==> src/rtl/core/skd_pkg.sv <==
`timescale 1ns / 1ps
`default_nettype none

package skd_pkg;

  typedef struct packed {
    logic       command;
    logic [7:0] scan_byte;
  } skd_item_t;

  typedef struct packed {
    logic [3:0] event_kind;
    logic [6:0] ascii_char;
    logic       line_locked;
    logic       shift_held;
    logic       caps_active;
  } skd_result_t;

  typedef enum logic [3:0] {
    EV_NONE      = 4'd0,
    EV_CHAR      = 4'd1,
    EV_BACKSPACE = 4'd2,
    EV_ENTER     = 4'd3,
    EV_DELETE    = 4'd4,
    EV_LEFT      = 4'd5,
    EV_RIGHT     = 4'd6,
    EV_HOME      = 4'd7,
    EV_END       = 4'd8,
    EV_UP        = 4'd9,
    EV_DOWN      = 4'd10
  } skd_event_t;

  // command codes
  localparam logic CMD_SCAN       = 1'b0;
  localparam logic CMD_LINE_TAKEN = 1'b1;

  // scancodes
  localparam logic [7:0] SC_PREFIX      = 8'hE0;
  localparam logic [7:0] SC_LSHIFT_MAKE = 8'h2A;
  localparam logic [7:0] SC_RSHIFT_MAKE = 8'h36;
  localparam logic [7:0] SC_LSHIFT_BRK  = 8'hAA;
  localparam logic [7:0] SC_RSHIFT_BRK  = 8'hB6;
  localparam logic [7:0] SC_CAPS        = 8'h3A;
  localparam logic [7:0] SC_BACKSPACE   = 8'h0E;
  localparam logic [7:0] SC_ENTER       = 8'h1C;
  localparam logic [7:0] SC_CODE_LIMIT  = 8'd57;
  localparam logic [7:0] SC_EXT_UP      = 8'h48;
  localparam logic [7:0] SC_EXT_DOWN    = 8'h50;
  localparam logic [7:0] SC_EXT_LEFT    = 8'h4B;
  localparam logic [7:0] SC_EXT_RIGHT   = 8'h4D;
  localparam logic [7:0] SC_EXT_DELETE  = 8'h53;
  localparam logic [7:0] SC_EXT_HOME    = 8'h47;
  localparam logic [7:0] SC_EXT_END     = 8'h4F;

  localparam logic [6:0] CASE_OFFSET = 7'd32;

  // unshifted key table, 0 marks a key with no character
  function automatic logic [6:0] plain_char(input logic [5:0] code);
    logic [6:0] c;
    case (code)
      6'd2:  c = 7'h31;  6'd3:  c = 7'h32;  6'd4:  c = 7'h33;  6'd5:  c = 7'h34;
      6'd6:  c = 7'h35;  6'd7:  c = 7'h36;  6'd8:  c = 7'h37;  6'd9:  c = 7'h38;
      6'd10: c = 7'h39;  6'd11: c = 7'h30;  6'd12: c = 7'h2D;  6'd13: c = 7'h3D;
      6'd16: c = 7'h71;  6'd17: c = 7'h77;  6'd18: c = 7'h65;  6'd19: c = 7'h72;
      6'd20: c = 7'h74;  6'd21: c = 7'h79;  6'd22: c = 7'h75;  6'd23: c = 7'h69;
      6'd24: c = 7'h6F;  6'd25: c = 7'h70;  6'd26: c = 7'h5B;  6'd27: c = 7'h5D;
      6'd30: c = 7'h61;  6'd31: c = 7'h73;  6'd32: c = 7'h64;  6'd33: c = 7'h66;
      6'd34: c = 7'h67;  6'd35: c = 7'h68;  6'd36: c = 7'h6A;  6'd37: c = 7'h6B;
      6'd38: c = 7'h6C;  6'd39: c = 7'h3B;  6'd40: c = 7'h27;  6'd41: c = 7'h60;
      6'd43: c = 7'h5C;  6'd44: c = 7'h7A;  6'd45: c = 7'h78;  6'd46: c = 7'h63;
      6'd47: c = 7'h76;  6'd48: c = 7'h62;  6'd49: c = 7'h6E;  6'd50: c = 7'h6D;
      6'd51: c = 7'h2C;  6'd52: c = 7'h2E;  6'd53: c = 7'h2F;  6'd57: c = 7'h20;
      default: c = 7'h00;
    endcase
    return c;
  endfunction

  // shifted key table, shifted slash has no character
  function automatic logic [6:0] shift_char(input logic [5:0] code);
    logic [6:0] c;
    case (code)
      6'd2:  c = 7'h21;  6'd3:  c = 7'h40;  6'd4:  c = 7'h23;  6'd5:  c = 7'h24;
      6'd6:  c = 7'h25;  6'd7:  c = 7'h5E;  6'd8:  c = 7'h26;  6'd9:  c = 7'h2A;
      6'd10: c = 7'h28;  6'd11: c = 7'h29;  6'd12: c = 7'h5F;  6'd13: c = 7'h2B;
      6'd16: c = 7'h51;  6'd17: c = 7'h57;  6'd18: c = 7'h45;  6'd19: c = 7'h52;
      6'd20: c = 7'h54;  6'd21: c = 7'h59;  6'd22: c = 7'h55;  6'd23: c = 7'h49;
      6'd24: c = 7'h4F;  6'd25: c = 7'h50;  6'd26: c = 7'h7B;  6'd27: c = 7'h7D;
      6'd30: c = 7'h41;  6'd31: c = 7'h53;  6'd32: c = 7'h44;  6'd33: c = 7'h46;
      6'd34: c = 7'h47;  6'd35: c = 7'h48;  6'd36: c = 7'h4A;  6'd37: c = 7'h4B;
      6'd38: c = 7'h4C;  6'd39: c = 7'h3A;  6'd40: c = 7'h22;  6'd41: c = 7'h7E;
      6'd43: c = 7'h7C;  6'd44: c = 7'h5A;  6'd45: c = 7'h58;  6'd46: c = 7'h43;
      6'd47: c = 7'h56;  6'd48: c = 7'h42;  6'd49: c = 7'h4E;  6'd50: c = 7'h4D;
      6'd51: c = 7'h3C;  6'd52: c = 7'h3E;  6'd57: c = 7'h20;
      default: c = 7'h00;
    endcase
    return c;
  endfunction

endpackage

`default_nettype wire

==> src/rtl/core/skd_in_stage.sv <==
`timescale 1ns / 1ps
`default_nettype none

module skd_in_stage
  import skd_pkg::*;
(
  input  wire logic      clk,
  input  wire logic      rst,
  input  wire logic      item_valid,
  output logic           item_ready,
  input  wire skd_item_t item,
  output logic           hold_valid,
  output skd_item_t      hold_item,
  input  wire logic      hold_take
);

  // register refills in the same cycle its content moves on
  assign item_ready = !hold_valid || hold_take;

  always_ff @(posedge clk) begin
    if (rst) begin
      hold_valid <= 1'b0;
    end else if (item_ready) begin
      hold_valid <= item_valid;
    end
    if (item_valid && item_ready) begin
      hold_item <= item;
    end
  end

endmodule

`default_nettype wire

==> src/rtl/core/skd_decode.sv <==
`timescale 1ns / 1ps
`default_nettype none

module skd_decode
  import skd_pkg::*;
(
  input  wire logic      clk,
  input  wire logic      rst,
  input  wire logic      fire,
  input  wire skd_item_t item,
  output skd_result_t    result
);

  logic prefix_pending, prefix_pending_next;
  logic shift_flag, shift_flag_next;
  logic caps_flag, caps_flag_next;
  logic lock_flag, lock_flag_next;

  skd_event_t ev;
  logic [6:0] ch;
  logic [6:0] key_char;
  logic [7:0] code;

  assign code = item.scan_byte;

  // table lookup for plain character keys
  always_comb begin
    if (shift_flag) begin
      key_char = shift_char(code[5:0]);
    end else begin
      key_char = plain_char(code[5:0]);
      if (caps_flag && key_char >= 7'h61 && key_char <= 7'h7A) begin
        key_char = key_char - CASE_OFFSET;
      end
    end
  end

  always_comb begin
    ev                  = EV_NONE;
    ch                  = 7'd0;
    prefix_pending_next = prefix_pending;
    shift_flag_next     = shift_flag;
    caps_flag_next      = caps_flag;
    lock_flag_next      = lock_flag;
    if (item.command == CMD_LINE_TAKEN) begin
      lock_flag_next = 1'b0;
    end else if (code == SC_PREFIX) begin
      prefix_pending_next = 1'b1;
    end else if (prefix_pending) begin
      prefix_pending_next = 1'b0;
      if (!code[7] && !lock_flag) begin
        unique case (code)
          SC_EXT_UP:     ev = EV_UP;
          SC_EXT_DOWN:   ev = EV_DOWN;
          SC_EXT_LEFT:   ev = EV_LEFT;
          SC_EXT_RIGHT:  ev = EV_RIGHT;
          SC_EXT_DELETE: ev = EV_DELETE;
          SC_EXT_HOME:   ev = EV_HOME;
          SC_EXT_END:    ev = EV_END;
          default:       ev = EV_NONE;
        endcase
      end
    end else if (code == SC_LSHIFT_MAKE || code == SC_RSHIFT_MAKE) begin
      shift_flag_next = 1'b1;
    end else if (code == SC_LSHIFT_BRK || code == SC_RSHIFT_BRK) begin
      shift_flag_next = 1'b0;
    end else if (code == SC_CAPS) begin
      caps_flag_next = !caps_flag;
    end else if (code[7] || lock_flag || code > SC_CODE_LIMIT) begin
      ev = EV_NONE;
    end else if (code == SC_BACKSPACE) begin
      ev = EV_BACKSPACE;
    end else if (code == SC_ENTER) begin
      ev             = EV_ENTER;
      lock_flag_next = 1'b1;
    end else if (key_char != 7'd0) begin
      ev = EV_CHAR;
      ch = key_char;
    end
  end

  always_ff @(posedge clk) begin
    if (rst) begin
      prefix_pending <= 1'b0;
      shift_flag     <= 1'b0;
      caps_flag      <= 1'b0;
      lock_flag      <= 1'b0;
    end else if (fire) begin
      prefix_pending <= prefix_pending_next;
      shift_flag     <= shift_flag_next;
      caps_flag      <= caps_flag_next;
      lock_flag      <= lock_flag_next;
    end
  end

  always_comb begin
    result.event_kind  = ev;
    result.ascii_char  = ch;
    result.line_locked = lock_flag_next;
    result.shift_held  = shift_flag_next;
    result.caps_active = caps_flag_next;
  end

endmodule

`default_nettype wire

==> src/rtl/core/skd_out_stage.sv <==
`timescale 1ns / 1ps
`default_nettype none

module skd_out_stage
  import skd_pkg::*;
(
  input  wire logic        clk,
  input  wire logic        rst,
  input  wire logic        load_valid,
  output logic             load_ready,
  input  wire skd_result_t load_data,
  output logic             result_valid,
  input  wire logic        result_ready,
  output skd_result_t      result
);

  assign load_ready = !result_valid || result_ready;

  always_ff @(posedge clk) begin
    if (rst) begin
      result_valid <= 1'b0;
    end else if (load_ready) begin
      result_valid <= load_valid;
    end
    if (load_valid && load_ready) begin
      result <= load_data;
    end
  end

endmodule

`default_nettype wire

==> src/rtl/core/scancode_key_event_decoder.sv <==
`timescale 1ns / 1ps
`default_nettype none

// set-1 scancode to line-editing event decoder
//
// item channel (item_valid/item_ready/item): one transaction is either a
// scancode byte (command = scan) or a line-taken notice from software
// result channel (result_valid/result_ready/result): exactly one transaction
// per item, carrying the edit event, the ascii character for char events,
// and the line lock, shift and caps flags as they stand after that item
//
// path: an item goes into the input register, is decoded by one pass of
// combinational logic against the flag registers, and lands in the result
// register, from which it is offered on the result channel
// throughput: one item per cycle while result_ready is high, set by the
// single decode pass; both registers refill in the cycle they empty, so the
// input register still takes one more item while a result waits
//
// stall: when result_ready is low the result register holds, the input
// register fills and then item_ready drops until the result is taken
// reset: synchronous, clears both valid bits and all four flags (prefix,
// shift, caps, line lock); the block is ready as soon as reset is released
module scancode_key_event_decoder
  import skd_pkg::*;
(
  input  wire logic        clk,
  input  wire logic        rst,
  input  wire logic        item_valid,
  output logic             item_ready,
  input  wire skd_item_t   item,
  output logic             result_valid,
  input  wire logic        result_ready,
  output skd_result_t      result
);

  logic        hold_valid;
  skd_item_t   hold_item;
  logic        load_ready;
  logic        fire;
  skd_result_t decoded;

  // held item is decoded and its flags committed when the result register takes it
  assign fire = hold_valid && load_ready;

  skd_in_stage u_in_stage (
    .clk        (clk),
    .rst        (rst),
    .item_valid (item_valid),
    .item_ready (item_ready),
    .item       (item),
    .hold_valid (hold_valid),
    .hold_item  (hold_item),
    .hold_take  (load_ready)
  );

  skd_decode u_decode (
    .clk    (clk),
    .rst    (rst),
    .fire   (fire),
    .item   (hold_item),
    .result (decoded)
  );

  skd_out_stage u_out_stage (
    .clk          (clk),
    .rst          (rst),
    .load_valid   (hold_valid),
    .load_ready   (load_ready),
    .load_data    (decoded),
    .result_valid (result_valid),
    .result_ready (result_ready),
    .result       (result)
  );

endmodule

`default_nettype wire

==> config.mk <==
export PLATFORM = sky130hd
export DESIGN_NAME = scancode_key_event_decoder
export DESIGN_NICKNAME = d
export VERILOG_FILES = /design/src/rtl/core/skd_pkg.sv /design/src/rtl/core/skd_in_stage.sv /design/src/rtl/core/skd_decode.sv /design/src/rtl/core/skd_out_stage.sv /design/src/rtl/core/scancode_key_event_decoder.sv
export SDC_FILE = /design/constraint.sdc
export NUM_CORES = 1
export LEC_CHECK = 0
export ABC_AREA = 1
export BUFFER_PORTS_ARGS = -buffer_cell sky130_fd_sc_hd__buf_2
export CAP_MARGIN = 5
export CELL_PAD_IN_SITES_DETAIL_PLACEMENT = 1
export CELL_PAD_IN_SITES_GLOBAL_PLACEMENT = 2
export CORE_MARGIN = 5
export CORE_UTILIZATION = 33
export DETAILED_ROUTE_END_ITERATION = 8
export GPL_TIMING_DRIVEN = 1
export PLACE_DENSITY_LB_ADDON = 0.1
export SETUP_SLACK_MARGIN = 0.4
export SYNTH_ARGS = -nofsm -noshare
export SYNTH_HDL_FRONTEND = slang
export SYNTH_HIERARCHICAL = 1
export SYNTH_SLANG_ARGS = --single-unit
==> constraint.sdc <==
create_clock -name clk -period 2.9 [get_ports clk]
set_clock_uncertainty 0.2 [all_clocks]
set_input_delay 0.58 -clock clk [delete_from_list [all_inputs] [get_ports clk]]
set_output_delay 0.58 -clock clk [all_outputs]
set_load 0.05 [all_outputs]
After elaboration in Yosys (flattened, before gate mapping). Memory sizes are Yosys's and may differ from the RTL's. A register that Yosys moved wholly into a read port is not among the register bits. Index checks and enable logic that the tools add are counted.

Input bits: 13. Logic and storage cells: 92. ROM bits: 896. Register bits after elaboration: 29. Memories kept: 2. Output and inout bits: 16.

Eq/ne operators: 15. Multiplexer cells: 36. Bitwise gates (word level): 2. Add/subtract/negate cells: 1. Reduce and logical (&&, ||, !) cells: 20. Magnitude comparators: 3.

Memories: (no name shown) (words 64, width 7, read ports 1, clocked after Yosys merged registers in 1, write ports 0, line skd_pkg.sv:81) `case (code)`; (no name shown) (words 64, width 7, read ports 1, clocked after Yosys merged registers in 1, write ports 0, line skd_pkg.sv:60) `case (code)`.

Operator list (count): $eq 8x7->1 const B (7); $mux 4 (8); $pmux 4 s7 (1); $eq 8x6->1 const B (3); $eq 8x8->1 const B (3); $mux 1 (22); $mux 7 (3); $mux 6 (2); $reduce_or 10->1 (1); $eq 8x4->1 const B (1); $eq 8x5->1 const B (1); $gt 8x6->1 const B (1); $ge 7x7->1 const B (1); $le 7x7->1 const B (1); $reduce_bool 7->1 (1); $sub 7x6->7 const B (1); $logic_or 1x1->1 (6); $logic_and 1x1->1 (5); $logic_not 1->1 (5); $not 1->1 (2); $reduce_and 2->1 (1); $reduce_or 2->1 (1).

Depth between registers and ports, before layout.
Word-level depth: 15. Mapped depth: 22. Mapped depth without buffers: 20.

Cells and area by module. Netlist, hierarchy kept.

Modules (own cells, without submodules): skd_decode (sequential area each 80.1 um^2, times used 1, cells each 349, area each 1843.0 um^2); skd_out_stage (sequential area each 440.4 um^2, times used 1, cells each 20, area each 467.9 um^2); skd_in_stage (sequential area each 290.3 um^2, times used 1, cells each 15, area each 317.8 um^2); scancode_key_event_decoder (sequential area each 0.0 um^2, times used 1, cells each 2, area each 7.5 um^2).

Least setup slack after synthesis. Ideal clock, no wire load.

Path type: register -> register. Start point: register, netlist name u_in_stage/hold_item[2]. End point: register, netlist name u_out_stage/result[10]. Library setup time: 0.258 ns. Data required time: 2.442 ns. Buffers on the path: 2. Stages on the path, launching flop included: 23. Slack: 0.241 ns. Arrival: 2.201 ns. Clock period less this slack: 2.659 ns. Cells stage by stage: edfxtp_1 -> buf_6 -> inv_8 -> buf_12 -> ha_1 -> nand2_1 -> nor2_1 -> nor2_1 -> nand3_1 -> inv_1 -> ha_1 -> nand3_1 -> nor2_1 -> nand2_1 -> clkinv_1 -> nand2_2 -> nand3_1 -> nand2_1 -> nand3_1 -> nand2_1 -> nand3_1 -> nand2_1 -> a21oi_2.

Cells in the longest elaborated chain, start to end: 8. Elaborated cells on any way between the ends: 29. Classes of those cells: order compare: 1; eq/ne: 15; mux: 9; reduce/logical: 4.

RTL lines: branches (longest 8 deep; another with $gt 8x6->1).

Several ways; the timed one is not identified. A chain may end at the register's enable or synchronous reset.

Worst setup path in the final report.
Start point: register, netlist name u_in_stage/hold_item[0]. End point: register, netlist name u_out_stage/result[10].

Cells in the longest elaborated chain, start to end: 8. Elaborated cells on any way between the ends: 29. Classes of those cells: order compare: 1; eq/ne: 15; mux: 9; reduce/logical: 4.

RTL lines: branches (longest 8 deep; another with $gt 8x6->1).

Several ways; the timed one is not identified.

==> run_results.csv <==
group,metric,value,unit
run_status,status,"finished, final reports clean",
floorplanning,start_util,33.9,%
floorplanning,dieArea,9880,sq um
final_layout,final_layout_size_suffix_gt1_share,43.6,%
global_route,grt_max_degree,27,
global_route,first_global_vias,3127,
final_layout,diodes,0,
synth,synthesis.area,2640,sq um
synth,synthArstFlopShare,0,%
clocking,cts.sinks,29,
timing,fin_crit_sh,97.3,%
power,power.internal,0.886,mW
worst_setup_path,crit_chain,"buf_6, buf_6, buf_6, ha_4, inv_2, nand2_2, nand3_2, nand3_2, nand2_1, nand2_1, inv_2, nand3_2, o21bai_4, nand3_4, nand2_2, nand3_1, nand2_1, nand3_1, nand2_1, a21oi_2",
power,power_frac_comb,38.1,%
worst_hold_path,hold_class,"input port to flip-flop",
detailed_routing,dr.pass1.iters,4,
global_route,groute.usage.overall,20.3,%
final_layout,final_util,48.5,%
floorplanning,placement_rows,32,
worst_setup_path,critPathSlowestCell,"edfxtp_1",
detailed_routing,vias_per_cell,5.16,
synth,synth_cells,386,
timing,setup-violations-final,0,
clocking,clkTransAtPathRegs,60,ps
clocking,cts_tree,"done",
worst_setup_path,path_class,"flip-flop to flip-flop",
synth,synthesis.nets,410,
detailed_routing,wire_per_inst,17.9,microns
synth,ys_ff_latch,29,
global_route,grt_pass1_wl,15800,microns
timing,period_minus_slack,2820,ps
worst_setup_path,slowest_delay,520,ps
detailed_routing,finalWirelength,10000,microns
synth,synth_edf_count,23,
floorplanning,core_area,7770,sq um
worst_setup_path,end_kind,"flip-flop",
synth,ys.flop_type,"edfxtp_1",
clocking,htreeDepth,2,
clocking,cts_root_buf,"clkbuf_8",
floorplanning,boundaryPins,29,
worst_setup_path,cpMostUsedCell,"nand2_1",
synth,synth-seq-area-share,30.8,%
clocking,insertion_delay,270,ps
worst_setup_path,worstPathArrival,2640,ps
floorplanning,die_h,99.4,microns
synth,synth_top_area_share,26.2,%
global_route,antenna_found_initial,0,
global_route,grt_overflow,0,
power,powerDensity,366,nW/um^2
power,p_leak,1.69,nW
place,io_buffers,28,
timing,finalSetupTns,0,ps
synth,synth.yosys.warnings,6,
timing,timing.fmax,0.354,GHz
timing,worst-slew-pin-transition,425,ps
timing,hold_violations,0,
power,seq_power_share,35.3,%
detailed_routing,vias,2892,
run,maxCapViolations,0,
floorplanning,dieWidth,99.4,microns
clocking,cts_max_path_buffers,2,
power,finalPower,1.38,mW
synth,yosys.area.top_type,"edfxtp_1",
place,gp_congestion,0.891,
clocking,cts-buffers-inserted,5,
power,p_clk_share,26.6,%
worst_setup_path,crit_fanout,4,
power,p_switching,0.494,mW
synth,synth_cell_types,42,
synth,avgSynthCellArea,6.83,sq um
detailed_routing,drc,0,
timing,finalMaxSlewViolations,0,
worst_setup_path,critPathLaunchType,"flip-flop",
place,postPlaceCellArea,3050,sq um
final_layout,nNetsFinal,482,
final_layout,final_area,3770,sq um
worst_setup_path,required,2720,ps
timing,timing.slew.headroom,71.7,%
detailed_routing,ant_nets,0,
power,p_sw_share,35.8,%
final_layout,syn2layout_area_growth,42.9,%
clocking,cts_hold_buf,0,
synth,synthTopCellsByArea,"edfxtp_1, nand2_1, nand3_1, inv_1, nor2_1",
place,hpwl,7450,microns
timing,rsz0062_at_grt,"yes",
detailed_routing,drt_iter0_drc,136,
power,ir_drop,0.000301,V
## layout by cell type, fill, tap and decap left out, types with 2 or more instances in the layout
master	instances
nand4_1	8
nand3_4	2
nand3_1	35
o31ai_1	3
inv_2	13
o21ai_0	17
nand2_2	28
dfxtp_1	6
buf_6	14
ha_4	9
a21oi_1	17
buf_12	3
buf_4	36
edfxtp_1	23
a31oi_1	2
buf_2	28
nor3_1	4
nor2_2	11
nor2_4	4
a21oi_2	7
nand2_4	8
clkbuf_8	7
inv_1	29
o21ai_4	2
inv_4	4
o211ai_1	2
nand3_2	14
o21ai_1	3
nor2_1	25
nand2_1	76
ha_1	2
## Yosys cell counts (2+ instances only)
master,n
a21oi_1,21
a21oi_2,3
a31oi_1,2
buf_2,2
buf_4,7
buf_6,5
clkbuf_1,2
dfxtp_1,6
edfxtp_1,23
ha_1,11
inv_1,38
inv_2,7
nand2_1,101
nand2_2,10
nand3_1,47
nand3_2,4
nand4_1,8
nor2_1,38
nor2_2,2
nor3_1,5
o211ai_1,2
o21ai_0,19
o21ai_1,2
o31ai_1,3
## timing repair
item / CTS / global route
pin swaps: 22 / 11
endpoints found under the setup margin: 8 / 10
gates resized for setup: 54 / 66
buffers inserted: 15 / 6
## state kept, by name, indices dropped and copies added (netlist names)
signal                    cells
u_decode/lock_flag            1
u_decode/caps_flag            1
u_in_stage/hold_valid         1
u_decode/shift_flag           1
u_in_stage/hold_item          9
u_out_stage/result_valid      1
u_out_stage/result           14
u_decode/prefix_pending       1
## routing by layer
| metal | part of all wire (%) | vias up | global-route usage, % |
|---|---|---|---|
| met5 | 0 | - | 0 |
| met4 | 2.5 | 0 | 5.99 |
| met3 | 5.2 | 22 | 3.79 |
| met2 | 49 | 80 | 34.9 |
| met1 | 43 | 1363 | 25.7 |
| li1 | - | 1427 | - |
## final timing paths
kind	start	endpoint	slack (ps)	cells after the start
hold / removal	item[6]	u_in_stage/hold_item[6]	270	1
hold reg to reg	u_in_stage/hold_valid	u_in_stage/hold_valid	310	2
setup / recovery	u_in_stage/hold_item[0]	u_out_stage/result[10]	80	20
setup reg to reg	u_in_stage/hold_item[0]	u_out_stage/result[10]	80	20
## critical path, delay by kind of cell, from the launching register on
family / cells / cell delay (ps)
compound gates: 2 / 220
fa+ha+maj: 1 / 160
buf+inv: 5 / 540
flops: 1 / 520
simple gates: 12 / 920
## power groups by stage
stage | Clock [mW] | Combinational, mW | Sequential, mW
finish | 0.367 | 0.526 | 0.487
global route | 0.404 | 0.570 | 0.489
CTS | 0.381 | 0.459 | 0.486
detailed placement | 0 | 0.388 | 0.496
global placement | 0 | 0.387 | 0.496
floorplan | 0 | 0.241 | 0.518
## cell families (layout without fill, tap and decap cells)
logic type               Yosys count  in the layout  synth area share (%)
AO/OA/AOI/OAI                     60             60                  13.5
XOR/XNOR                           1              1                 0.332
adder cells (fa/ha/maj)           11             11                  5.22
buffers and inverters             65            138                  12.8
flip-flops                        29             29                  30.8
AND/OR/NAND/NOR                  220            220                  37.4
## through the flow
| stage | worst slack [ps] | cells | hold slack (ps) |
|---|---|---|---|
| 2_1_floorplan | 292 | 386 | 265 |
| 3_3_place_gp | 32.0 | 532 | 302 |
| 3_5_place_dp | 45.1 | 532 | 302 |
| 4_1_cts | 189 | 555 | 266 |
| 5_1_grt | -106 | 561 | 259 |
| 6_report | 77.3 | 561 | 275 |
## cell type report
cell class	count	area [sq um]
Timing Repair Buffer	82	643
Inverter	48	203
Sequential cell	29	811
Clock buffer	7	96.3
Fill cell	990	4000
Clock inverter	1	5.00
Multi-Input combinational cell	292	1880
Tap cell	102	128
Note: power is estimated with default switching activity, not from simulation.
